## src/hw/rtl/lrfl_pkg.sv

```systemverilog
// Shared types, widths and constants of the link request block.
// No dependencies; every module file imports it.
`default_nettype none

package lrfl_pkg;

  localparam int LOAD_W   = 16;
  localparam int THRESH_W = 16;
  localparam int DIST_W   = 24;
  localparam int SEC_W    = 16;
  localparam int CODE_W   = 8;
  localparam int CASE_W   = 3;
  localparam int PROD_W   = 28;  // threshold * 3600 fits below 2**28
  localparam int DEN_W    = 15;  // positive load magnitude
  localparam int TIME_W   = 24;  // time after the range check
  localparam int FRAME_W  = 5;
  localparam int LINK_W   = 3;
  localparam int HOUR_W   = 12;
  localparam int ADDR_W   = 5;
  localparam int DATA_W   = 32;

  localparam int QUEUE_DEPTH = 4;

  localparam logic [HOUR_W-1:0]  SECONDS_PER_HOUR = 12'd3600;
  localparam logic [FRAME_W-1:0] FRAME_DELTA_MAX  = 5'd31;
  localparam logic [FRAME_W-1:0] FRAME_DELTA_ONE  = 5'd1;
  localparam logic [LINK_W-1:0]  LINK_COUNT_MIN   = 3'd1;
  localparam logic [LINK_W-1:0]  LINK_COUNT_MAX   = 3'd7;
  localparam logic [LINK_W:0]    LINK_BASE        = 4'd8;

  localparam logic [THRESH_W-1:0] RST_MSG_THRESHOLD = 16'd10;
  localparam logic [DIST_W-1:0]   RST_MAX_DIST      = 24'd3968;
  localparam logic [SEC_W-1:0]    RST_FRAME_SEC     = 16'd128;
  localparam logic [SEC_W-1:0]    RST_MIN_DIST      = 16'd16;
  localparam logic [CODE_W-1:0]   RST_MAX_CODE      = 8'd249;
  localparam logic [CODE_W-1:0]   RST_MIN_CODE      = 8'd15;

  typedef enum logic [2:0] {
    REG_MSG_THRESHOLD = 3'd0,
    REG_MAX_DIST      = 3'd1,
    REG_FRAME_SEC     = 3'd2,
    REG_MIN_DIST      = 3'd3,
    REG_MAX_CODE      = 3'd4,
    REG_MIN_CODE      = 3'd5
  } lrfl_reg_e;

  typedef enum logic [CASE_W-1:0] {
    CASE_NONPOS     = 3'd0,
    CASE_BEYOND_MAX = 3'd1,
    CASE_FRAMES     = 3'd2,
    CASE_MINIMUM    = 3'd3,
    CASE_SUBFRAME   = 3'd4
  } lrfl_case_e;

  // One classified beat from the front end.
  typedef struct packed {
    logic              nonpos;
    logic [PROD_W-1:0] num;
    logic [DEN_W-1:0]  den;
  } lrfl_job_t;

  // Configuration seen by the back end.
  typedef struct packed {
    logic [DIST_W-1:0] max_dist;
    logic [SEC_W-1:0]  frame_sec;
    logic [SEC_W-1:0]  min_dist;
    logic [CODE_W-1:0] max_code;
    logic [CODE_W-1:0] min_code;
  } lrfl_cfg_t;

endpackage

`default_nettype wire

```

## src/hw/rtl/lrfl_front.sv

```systemverilog
// Front end: accepts loads, flags nonpositive ones, forms threshold * 3600.
// Depends on lrfl_pkg.
`default_nettype none

module lrfl_front import lrfl_pkg::*; #(
  parameter int QueueDepth = QUEUE_DEPTH
) (
  input  logic                          clk_i,
  input  logic                          rst_ni,
  input  logic                          start,
  output logic                          busy,
  input  logic signed [LOAD_W-1:0]      system_load_i,
  input  logic [THRESH_W-1:0]           threshold_i,
  input  logic [$clog2(QueueDepth+1)-1:0] queue_count_i,
  output logic                          push_o,
  output lrfl_job_t                     job_o
);

  localparam int CntW = $clog2(QueueDepth + 1);

  logic                     s1_v_q;
  logic signed [LOAD_W-1:0] s1_load_q;
  logic                     s2_v_q;
  lrfl_job_t                s2_job_q;
  logic [CntW:0]            occupancy;
  logic                     accept;

  // Count every beat that will land in the queue and hold off when full.
  assign occupancy = (CntW+1)'(queue_count_i) + (CntW+1)'(s1_v_q) + (CntW+1)'(s2_v_q);
  assign busy      = occupancy >= (CntW+1)'(QueueDepth);
  assign accept    = start && !busy;

  always_ff @(posedge clk_i or negedge rst_ni) begin
    if (!rst_ni) begin
      s1_v_q <= 1'b0;
      s2_v_q <= 1'b0;
    end else begin
      s1_v_q <= accept;
      s2_v_q <= s1_v_q;
    end
  end

  always_ff @(posedge clk_i) begin
    if (accept) begin
      s1_load_q <= system_load_i;
    end
    if (s1_v_q) begin
      s2_job_q.nonpos <= s1_load_q <= 0;
      s2_job_q.num    <= PROD_W'(threshold_i) * PROD_W'(SECONDS_PER_HOUR);
      s2_job_q.den    <= s1_load_q[DEN_W-1:0];
    end
  end

  assign push_o = s2_v_q;
  assign job_o  = s2_job_q;

endmodule

`default_nettype wire

```

## src/hw/rtl/lrfl_queue.sv

```systemverilog
// Small FIFO that decouples the front end from the back end.
// Depends on lrfl_pkg for the beat type.
`default_nettype none

module lrfl_queue import lrfl_pkg::*; #(
  parameter int Depth = QUEUE_DEPTH
) (
  input  logic                       clk_i,
  input  logic                       rst_ni,
  input  logic                       push_i,
  input  lrfl_job_t                  job_i,
  input  logic                       pop_i,
  output logic                       valid_o,
  output lrfl_job_t                  job_o,
  output logic [$clog2(Depth+1)-1:0] count_o
);

  localparam int PtrW = $clog2(Depth);
  localparam int CntW = $clog2(Depth + 1);

  lrfl_job_t           mem_q [Depth];
  logic [PtrW-1:0]     wr_ptr_q;
  logic [PtrW-1:0]     rd_ptr_q;
  logic [CntW-1:0]     count_q;
  logic                do_pop;

  assign do_pop  = pop_i && (count_q != '0);
  assign valid_o = count_q != '0;
  assign job_o   = mem_q[rd_ptr_q];
  assign count_o = count_q;

  always_ff @(posedge clk_i) begin
    if (push_i) begin
      mem_q[wr_ptr_q] <= job_i;
    end
  end

  always_ff @(posedge clk_i or negedge rst_ni) begin
    if (!rst_ni) begin
      wr_ptr_q <= '0;
      rd_ptr_q <= '0;
      count_q  <= '0;
    end else begin
      if (push_i) begin
        wr_ptr_q <= (wr_ptr_q == PtrW'(Depth - 1)) ? '0 : wr_ptr_q + 1'b1;
      end
      if (do_pop) begin
        rd_ptr_q <= (rd_ptr_q == PtrW'(Depth - 1)) ? '0 : rd_ptr_q + 1'b1;
      end
      count_q <= count_q + CntW'(push_i) - CntW'(do_pop);
    end
  end

endmodule

`default_nettype wire

```

## src/hw/rtl/lrfl_div.sv

```systemverilog
// Pipelined restoring divider, one quotient bit per stage, with a side tag.
// Quotient is exact when num < den * 2**QuoW. Depends on lrfl_pkg.
`default_nettype none

module lrfl_div import lrfl_pkg::*; #(
  parameter int NumW = PROD_W,
  parameter int DenW = DEN_W,
  parameter int QuoW = PROD_W,
  parameter int TagW = 1
) (
  input  logic            clk_i,
  input  logic            rst_ni,
  input  logic            valid_i,
  input  logic [NumW-1:0] num_i,
  input  logic [DenW-1:0] den_i,
  input  logic [TagW-1:0] tag_i,
  output logic            valid_o,
  output logic [QuoW-1:0] quo_o,
  output logic [TagW-1:0] tag_o
);

  localparam int WideW = NumW + DenW;

  logic            v_q   [QuoW];
  logic [NumW-1:0] rem_q [QuoW];
  logic [QuoW-1:0] quo_q [QuoW];
  logic [DenW-1:0] den_q [QuoW];
  logic [TagW-1:0] tag_q [QuoW];

  for (genvar s = 0; s < QuoW; s++) begin : g_stage
    localparam int Bit = QuoW - 1 - s;

    logic             v_in;
    logic [NumW-1:0]  rem_in;
    logic [QuoW-1:0]  quo_in;
    logic [DenW-1:0]  den_in;
    logic [TagW-1:0]  tag_in;
    logic [WideW-1:0] shifted;
    logic             take;
    logic [QuoW-1:0]  quo_d;
    logic [NumW-1:0]  rem_d;

    if (s == 0) begin : g_first
      assign v_in   = valid_i;
      assign rem_in = num_i;
      assign quo_in = '0;
      assign den_in = den_i;
      assign tag_in = tag_i;
    end else begin : g_next
      assign v_in   = v_q[s-1];
      assign rem_in = rem_q[s-1];
      assign quo_in = quo_q[s-1];
      assign den_in = den_q[s-1];
      assign tag_in = tag_q[s-1];
    end

    // Try subtracting the divisor at this bit's weight.
    assign shifted = WideW'(den_in) << Bit;
    assign take    = WideW'(rem_in) >= shifted;
    assign rem_d   = take ? NumW'(WideW'(rem_in) - shifted) : rem_in;

    always_comb begin
      quo_d      = quo_in;
      quo_d[Bit] = take;
    end

    always_ff @(posedge clk_i or negedge rst_ni) begin
      if (!rst_ni) begin
        v_q[s] <= 1'b0;
      end else begin
        v_q[s] <= v_in;
      end
    end

    always_ff @(posedge clk_i) begin
      rem_q[s] <= rem_d;
      quo_q[s] <= quo_d;
      den_q[s] <= den_in;
      tag_q[s] <= tag_in;
    end
  end

  assign valid_o = v_q[QuoW-1];
  assign quo_o   = quo_q[QuoW-1];
  assign tag_o   = tag_q[QuoW-1];

endmodule

`default_nettype wire

```

## src/hw/rtl/lrfl_back.sv

```systemverilog
// Back end: time-to-threshold division, range classification, frame or
// link division and request packing. Depends on lrfl_pkg and lrfl_div.
`default_nettype none

module lrfl_back import lrfl_pkg::*; (
  input  logic              clk_i,
  input  logic              rst_ni,
  input  logic              valid_i,
  input  lrfl_job_t         job_i,
  input  lrfl_cfg_t         cfg_i,
  output logic              done_o,
  output logic [CODE_W-1:0] link_request_o,
  output logic [CASE_W-1:0] decision_case_o
);

  localparam int SmTagW = CASE_W + 1;

  // Time to threshold.
  logic              t_v;
  logic [PROD_W-1:0] t_val;
  logic              t_nonpos;

  lrfl_div #(
    .NumW(PROD_W),
    .DenW(DEN_W),
    .QuoW(PROD_W),
    .TagW(1)
  ) u_time_div (
    .clk_i   (clk_i),
    .rst_ni  (rst_ni),
    .valid_i (valid_i),
    .num_i   (job_i.num),
    .den_i   (job_i.den),
    .tag_i   (job_i.nonpos),
    .valid_o (t_v),
    .quo_o   (t_val),
    .tag_o   (t_nonpos)
  );

  // Classify against the configured distances.
  logic              beyond, ge_frame, le_min, sat_frame, sat_min;
  lrfl_case_e        cls_case_d;
  logic              cls_v_q;
  lrfl_case_e        cls_case_q;
  logic [TIME_W-1:0] cls_t_q;
  logic [SEC_W-1:0]  cls_den_q;
  logic              cls_sat_q;

  assign beyond    = t_val > PROD_W'(cfg_i.max_dist);
  assign ge_frame  = t_val >= PROD_W'(cfg_i.frame_sec);
  assign le_min    = t_val <= PROD_W'(cfg_i.min_dist);
  assign sat_frame = t_val >= (PROD_W'(cfg_i.frame_sec) << FRAME_W);
  assign sat_min   = t_val >= (PROD_W'(cfg_i.min_dist) << FRAME_W);

  always_comb begin
    if (t_nonpos) begin
      cls_case_d = CASE_NONPOS;
    end else if (beyond) begin
      cls_case_d = CASE_BEYOND_MAX;
    end else if (ge_frame) begin
      cls_case_d = CASE_FRAMES;
    end else if (le_min) begin
      cls_case_d = CASE_MINIMUM;
    end else begin
      cls_case_d = CASE_SUBFRAME;
    end
  end

  always_ff @(posedge clk_i or negedge rst_ni) begin
    if (!rst_ni) begin
      cls_v_q <= 1'b0;
    end else begin
      cls_v_q <= t_v;
    end
  end

  always_ff @(posedge clk_i) begin
    cls_case_q <= cls_case_d;
    cls_t_q    <= t_val[TIME_W-1:0];
    cls_den_q  <= (cls_case_d == CASE_FRAMES) ? cfg_i.frame_sec : cfg_i.min_dist;
    cls_sat_q  <= (cls_case_d == CASE_FRAMES) ? sat_frame : sat_min;
  end

  // Short division, quotient saturated at five bits.
  logic              sm_v;
  logic [FRAME_W-1:0] sm_quo;
  logic [SmTagW-1:0] sm_tag;
  lrfl_case_e        sm_case;
  logic [FRAME_W-1:0] quo_sat;
  logic [LINK_W-1:0] links;
  logic [CODE_W-1:0] req_d;

  lrfl_div #(
    .NumW(TIME_W),
    .DenW(SEC_W),
    .QuoW(FRAME_W),
    .TagW(SmTagW)
  ) u_frame_div (
    .clk_i   (clk_i),
    .rst_ni  (rst_ni),
    .valid_i (cls_v_q),
    .num_i   (cls_t_q),
    .den_i   (cls_den_q),
    .tag_i   ({cls_case_q, cls_sat_q}),
    .valid_o (sm_v),
    .quo_o   (sm_quo),
    .tag_o   (sm_tag)
  );

  assign sm_case = lrfl_case_e'(sm_tag[SmTagW-1:1]);
  assign quo_sat = sm_tag[0] ? FRAME_DELTA_MAX : sm_quo;

  always_comb begin
    if (quo_sat >= FRAME_W'(LINK_BASE - LINK_W'(LINK_COUNT_MIN))) begin
      links = LINK_COUNT_MIN;
    end else if (quo_sat == '0) begin
      links = LINK_COUNT_MAX;
    end else begin
      links = LINK_W'(LINK_BASE - (LINK_W+1)'(quo_sat[LINK_W-1:0]));
    end
  end

  always_comb begin
    unique case (sm_case)
      CASE_FRAMES:   req_d = {quo_sat, LINK_COUNT_MIN};
      CASE_SUBFRAME: req_d = {FRAME_DELTA_ONE, links};
      CASE_MINIMUM:  req_d = cfg_i.min_code;
      default:       req_d = cfg_i.max_code;
    endcase
  end

  logic              done_q;
  logic [CODE_W-1:0] req_q;
  logic [CASE_W-1:0] case_q;

  always_ff @(posedge clk_i or negedge rst_ni) begin
    if (!rst_ni) begin
      done_q <= 1'b0;
    end else begin
      done_q <= sm_v;
    end
  end

  always_ff @(posedge clk_i) begin
    req_q  <= req_d;
    case_q <= sm_case;
  end

  assign done_o          = done_q;
  assign link_request_o  = req_q;
  assign decision_case_o = case_q;

endmodule

`default_nettype wire

```

## src/hw/rtl/link_request_from_load.sv

```systemverilog
// Top level of the link request block: register file, front end, queue, back end.
// Depends on lrfl_pkg, lrfl_front, lrfl_queue, lrfl_div and lrfl_back.
//
// Usage:
// - Input channel: drive system_load_i and raise start; the beat is taken at
//   a rising edge where start is high and busy is low.
// - Result channel: done_o pulses for one cycle per beat with link_request_o
//   and decision_case_o. The receiver cannot hold results off; take them as
//   they come, one per done_o cycle, in input order.
// - Path: from the accepting edge a beat passes two front stages (load
//   register, threshold * 3600 product), one queue slot, 28 stages of the
//   time divider, one classify stage, five stages of the frame or link
//   divider and the output register, which drives done_o.
// - Throughput: one beat per cycle. Each divider retires one quotient bit per
//   stage, so every stage holds a different beat. busy rises only if the
//   queue and front stages together would overflow the queue, which the back
//   end, draining a beat every cycle, does not let happen at the default depth.
// - Configuration: APB writes at byte address 4*i for the six registers;
//   write only while no beat is in flight. pready is tied high.
// - Reset: clears all valid flags and the queue and loads the register
//   defaults; no clearing pass is needed.
`default_nettype none

module link_request_from_load import lrfl_pkg::*; #(
  parameter int QueueDepth = QUEUE_DEPTH
) (
  input  logic                     clk_i,
  input  logic                     rst_ni,
  // input beats
  input  logic                     start,
  output logic                     busy,
  input  logic signed [LOAD_W-1:0] system_load_i,
  // result beats
  output logic                     done_o,
  output logic [CODE_W-1:0]        link_request_o,
  output logic [CASE_W-1:0]        decision_case_o,
  // configuration
  input  logic                     psel,
  input  logic                     penable,
  input  logic                     pwrite,
  input  logic [ADDR_W-1:0]        paddr,
  input  logic [DATA_W-1:0]        pwdata,
  output logic [DATA_W-1:0]        prdata,
  output logic                     pready
);

  localparam int CntW = $clog2(QueueDepth + 1);

  // Register file.
  logic [THRESH_W-1:0] msg_threshold_q;
  lrfl_cfg_t           cfg_q;
  logic                wr_en;
  lrfl_reg_e           reg_idx;

  assign pready  = 1'b1;
  assign wr_en   = psel && penable && pwrite && pready;
  assign reg_idx = lrfl_reg_e'(paddr[ADDR_W-1:2]);

  always_ff @(posedge clk_i or negedge rst_ni) begin
    if (!rst_ni) begin
      msg_threshold_q <= RST_MSG_THRESHOLD;
      cfg_q.max_dist  <= RST_MAX_DIST;
      cfg_q.frame_sec <= RST_FRAME_SEC;
      cfg_q.min_dist  <= RST_MIN_DIST;
      cfg_q.max_code  <= RST_MAX_CODE;
      cfg_q.min_code  <= RST_MIN_CODE;
    end else if (wr_en) begin
      // Drop writes past the last register and bits above each width.
      unique case (reg_idx)
        REG_MSG_THRESHOLD: msg_threshold_q <= pwdata[THRESH_W-1:0];
        REG_MAX_DIST:      cfg_q.max_dist  <= pwdata[DIST_W-1:0];
        REG_FRAME_SEC:     cfg_q.frame_sec <= pwdata[SEC_W-1:0];
        REG_MIN_DIST:      cfg_q.min_dist  <= pwdata[SEC_W-1:0];
        REG_MAX_CODE:      cfg_q.max_code  <= pwdata[CODE_W-1:0];
        REG_MIN_CODE:      cfg_q.min_code  <= pwdata[CODE_W-1:0];
        default: ;
      endcase
    end
  end

  always_comb begin
    unique case (reg_idx)
      REG_MSG_THRESHOLD: prdata = DATA_W'(msg_threshold_q);
      REG_MAX_DIST:      prdata = DATA_W'(cfg_q.max_dist);
      REG_FRAME_SEC:     prdata = DATA_W'(cfg_q.frame_sec);
      REG_MIN_DIST:      prdata = DATA_W'(cfg_q.min_dist);
      REG_MAX_CODE:      prdata = DATA_W'(cfg_q.max_code);
      REG_MIN_CODE:      prdata = DATA_W'(cfg_q.min_code);
      default:           prdata = '0;
    endcase
  end

  // Front end and queue: accept, flag nonpositive loads, buffer.
  logic            push;
  lrfl_job_t       push_job;
  logic [CntW-1:0] queue_count;
  logic            queue_valid;
  lrfl_job_t       queue_job;

  lrfl_front #(
    .QueueDepth(QueueDepth)
  ) u_front (
    .clk_i         (clk_i),
    .rst_ni        (rst_ni),
    .start         (start),
    .busy          (busy),
    .system_load_i (system_load_i),
    .threshold_i   (msg_threshold_q),
    .queue_count_i (queue_count),
    .push_o        (push),
    .job_o         (push_job)
  );

  lrfl_queue #(
    .Depth(QueueDepth)
  ) u_queue (
    .clk_i   (clk_i),
    .rst_ni  (rst_ni),
    .push_i  (push),
    .job_i   (push_job),
    .pop_i   (queue_valid),
    .valid_o (queue_valid),
    .job_o   (queue_job),
    .count_o (queue_count)
  );

  // Back end: drain one beat every cycle the queue holds one.
  lrfl_back u_back (
    .clk_i           (clk_i),
    .rst_ni          (rst_ni),
    .valid_i         (queue_valid),
    .job_i           (queue_job),
    .cfg_i           (cfg_q),
    .done_o          (done_o),
    .link_request_o  (link_request_o),
    .decision_case_o (decision_case_o)
  );

endmodule

`default_nettype wire

```

## config.mk

```make
export PLATFORM = sky130hd
export DESIGN_NAME = link_request_from_load
export DESIGN_NICKNAME = d
export VERILOG_FILES = /design/src/hw/rtl/lrfl_pkg.sv /design/src/hw/rtl/lrfl_front.sv /design/src/hw/rtl/lrfl_queue.sv /design/src/hw/rtl/lrfl_div.sv /design/src/hw/rtl/lrfl_back.sv /design/src/hw/rtl/link_request_from_load.sv
export SDC_FILE = /design/constraint.sdc
export NUM_CORES = 2
export LEC_CHECK = 0
export ABC_CLOCK_PERIOD_IN_PS = 6200
export CORE_MARGIN = 8
export CORE_UTILIZATION = 60
export CTS_BUF_LIST = sky130_fd_sc_hd__clkbuf_4 sky130_fd_sc_hd__clkbuf_8
export CTS_CLUSTER_SIZE = 28
export DETAILED_ROUTE_END_ITERATION = 12
export DONT_BUFFER_PORTS = 1
export GPL_TIMING_DRIVEN = 0
export PLACE_DENSITY = 0.86
export REMOVE_ABC_BUFFERS = 1
export SYNTH_ARGS = -nofsm -noshare
export SYNTH_HDL_FRONTEND = slang
export SYNTH_SLANG_ARGS = --single-unit
```

## constraint.sdc

```tcl
create_clock -name clk_i -period 6.2 [get_ports clk_i]
set_clock_uncertainty 0.15 [all_clocks]
set_input_delay 0.62 -clock clk_i [delete_from_list [all_inputs] [get_ports clk_i]]
set_output_delay 0.62 -clock clk_i [all_outputs]
set_load 0.005 [all_outputs]
```

==> results.ini <==
[global_route]
antenna_found_initial = 10
grt_use_total_pct = 25.17
grt_pass1_wl_mm = 286.9
grt_pass1_vias = 54500
grt_max_degree = 133
grt_remaining_overflow = 0

[logic_synthesis]
synth_area_sq_mm = 0.07693
yosys-top-cells-count = dfxtp_1, inv_1, ha_1
synth_most_common_cell = dfxtp_1
ys.flop_type = dfxtp_1
ys_ff_latch = 2091
syn_inst = 6742
avgSynthCellArea_sq_um = 11.41
synthDistinctLibCells = 93
ys_seq_area_share_pct = 58.11
synth_area_leaders = dfxtp_1, ha_1, edfxtp_1
synth_async_sr_flop_share_pct = 6.313
yosys.area.top_type = dfxtp_1
synthDominantCellAreaShare_pct = 45.36
synth_edf_count = 216
yosys_warnings = 0

[floorplan]
rows = 131
io-pin-count = 105
start_util_pct = 60.41
dieHeight_microns = 374.1
die_x_microns = 374.1
die_area_sq_mm = 0.1399
core_region_area_sq_mm = 0.1274

[route]
drtAntennaViolNets = 0
viasPerCell = 5.796
drcViolationCount = 0
wl_per_cell_microns = 20.38
drt_first_pass_iters = 6
drt_iter0_drc = 4351
vias = 51870
routed_wl_mm = 182.4

[worst_hold_path]
hold_class = input pin to async pin

[critical_path]
crit_path_start_kind = register
endpoint_kind = register
cp.arrival_ns = 6.24
crit_buf_inv = 3
critPathKind = register to register
crit_chain = inv_1, fa_1, inv_1, ha_1, fa_1, ha_1, inv_1, fa_1, nor2b_1, o31a_1, o211ai_1, a31oi_1, a31oi_1, o21bai_1, a21oi_1, xnor2_1
cp_slowest_stage_delay_ns = 0.65
critical-path-top-delay-family = adder cells
critPathMaxFanout = 5
crit_slowest_cell = dfstp_2
worstPathRequired_ns = 6.80

[cells_and_area]
n_fill_cell = 8073
area_growth_pct = 12.57
final-seq-area_sq_mm = 0.04471
final_layout_size_suffix_gt1_share_pct = 11.91
fin_cells = 8949
multi_input_area_sq_mm = 0.02946
fin_area_sq_mm = 0.08660
fin_nets = 7701

[placed_design]
hpwl_mm = 116.3
place_inst = 8310
portBuffers = 0
place_area_sq_mm = 0.07888
place.gp.congestion = 0.9337

[cts]
cts_tree = done
cts_resized = 0
cts_buffers = 324
h-tree-depth = 5
post_cts_buffers = 0
root_buffer = clkbuf_8
clkLatencyLatePin_ns = 1.05
cts_buffer_depth = 4
cts_sinks = 2091
clkTransAtPathRegs_ns = 0.08

[sta]
slew_violations = 0
finalHoldViolCount = 0
setup_viol = 0
tns_ns = 0
min_period_ns = 5.638
rsz0062_at_grt = no
worst_slew_margin_rel_pct = 12.67
tightest_slew_ns = 1.300
max_freq_mhz = 177.4
fin_crit_sh_pct = 90.93

[job]
maxCapViolations = 0

[outcome]
status = complete, no violations

-- cell type report --
class	instances	share of cell area, %
multi-input combinational	3911	34.02
clock inverter	66	0.7643
inverter	625	2.709
antenna	10	0.02890
sequential	2091	51.63
timing repair buffer	81	1.056
clock buffer	503	7.387
tap	1662	2.401
-- through the flow --
step | hold WS, ns | setup WS [ns] | util (%)
floorplan | 0.1596 | 1.910 | -
global placement | 0.1595 | 0.8997 | 61.64
detailed placement | 0.1621 | 1.357 | 61.94
CTS | 0.001167 | 0.9737 | 67.97
global route | 0.03259 | 0.5851 | 68.00
finish | 0.05504 | 0.5623 | 68.00
-- metal layers --
layer,share of wire (%),wire [microns],global-route usage (%)
met2,49,89870,44.07
met5,0,0,0
met4,5.9,10700,14.52
met1,38,69940,28.50
met3,6.5,11850,5.155
-- state kept, by name, summed over array words and instances, names as in the netlist, 3 cells and up --
register / cells
cfg_q: 72
msg_threshold_q: 16
u_back.cls_case_q: 3
u_back.cls_den_q: 16
u_back.cls_t_q: 24
u_back.decision_case_o: 3
u_back.link_request_o: 8
u_back.u_frame_div.den_q: 64
u_back.u_frame_div.g_stage.v_in: 4
u_back.u_frame_div.quo_q: 15
u_back.u_frame_div.rem_q: 96
u_back.u_frame_div.tag_q: 20
u_back.u_time_div.den_q: 405
u_back.u_time_div.g_stage.v_in: 27
u_back.u_time_div.quo_q: 406
u_back.u_time_div.rem_q: 654
u_back.u_time_div.tag_q: 28
u_front.job_o: 40
u_front.s1_load_q: 16
u_queue.count_o: 3
u_queue.mem_q: 160
-- final timing paths --
check | start | end | slack [ns] | cells past startpoint
setup / recovery | msg_threshold_q[1]$_DFFE_PN1P_ | u_front.job_o[42]$_DFFE_PP_ | 0.56 | 16
hold / removal | rst_ni | u_front.s1_v_q$_DFF_PN0_ | 0.06 | 2
setup reg to reg | msg_threshold_q[1]$_DFFE_PN1P_ | u_front.job_o[42]$_DFFE_PP_ | 0.56 | 16
hold reg to reg | u_back.u_time_div.quo_q[6][22]$_DFF_P_ | u_back.u_time_div.quo_q[6][50]$_DFF_P_ | 0.11 | 0
max in group asynchronous | rst_ni | cfg_q[4]$_DFFE_PN0P_ | 5.16 | 2
min in group clk_i | system_load_i[4] | u_front.s1_load_q[4]$_DFFE_PP_ | 0.07 | 1
-- cell usage in the layout, fill, tap and decap left out, types with 74 or more instances in the layout --
master	Yosys	final
dfxtp_1	1743	1743
inv_1	623	623
ha_1	554	554
clkbuf_8	0	419
nand2_1	418	418
o21ai_0	383	383
a21oi_1	340	339
nor2_1	287	287
edfxtp_1	216	216
xor2_1	185	185
xnor2_1	173	173
mux2_2	145	145
nor3_1	135	132
a21o_1	110	110
dfrtp_1	113	110
nor4_1	108	107
nor2b_1	97	95
clkbuf_4	0	84
nand2b_1	83	83
o21a_1	74	74
-- repair_timing --
| action | in CTS | in global routing |
|---|---|---|
| endpoints found under the hold margin | 250 | 0 |
| hold buffers | 60 | 0 |
| endpoints found under the setup margin | 0 | 0 |
-- cells by family after synthesis --
kind of cell    count (synthesis)  synth area share (%)
simple gates                 1451                 9.469
other cells                     2              0.009762
compound gates               1239                 9.932
mux                           246                 4.235
flops                        2091                 58.11
fa+ha+maj                     608                 10.42
xor+xnor                      358                 4.076
buf+inv                       747                 3.750
Power is left out: the tool's default activity adds up to more than one toggle a clock period on the data nets, which glitch-free logic cannot reach.
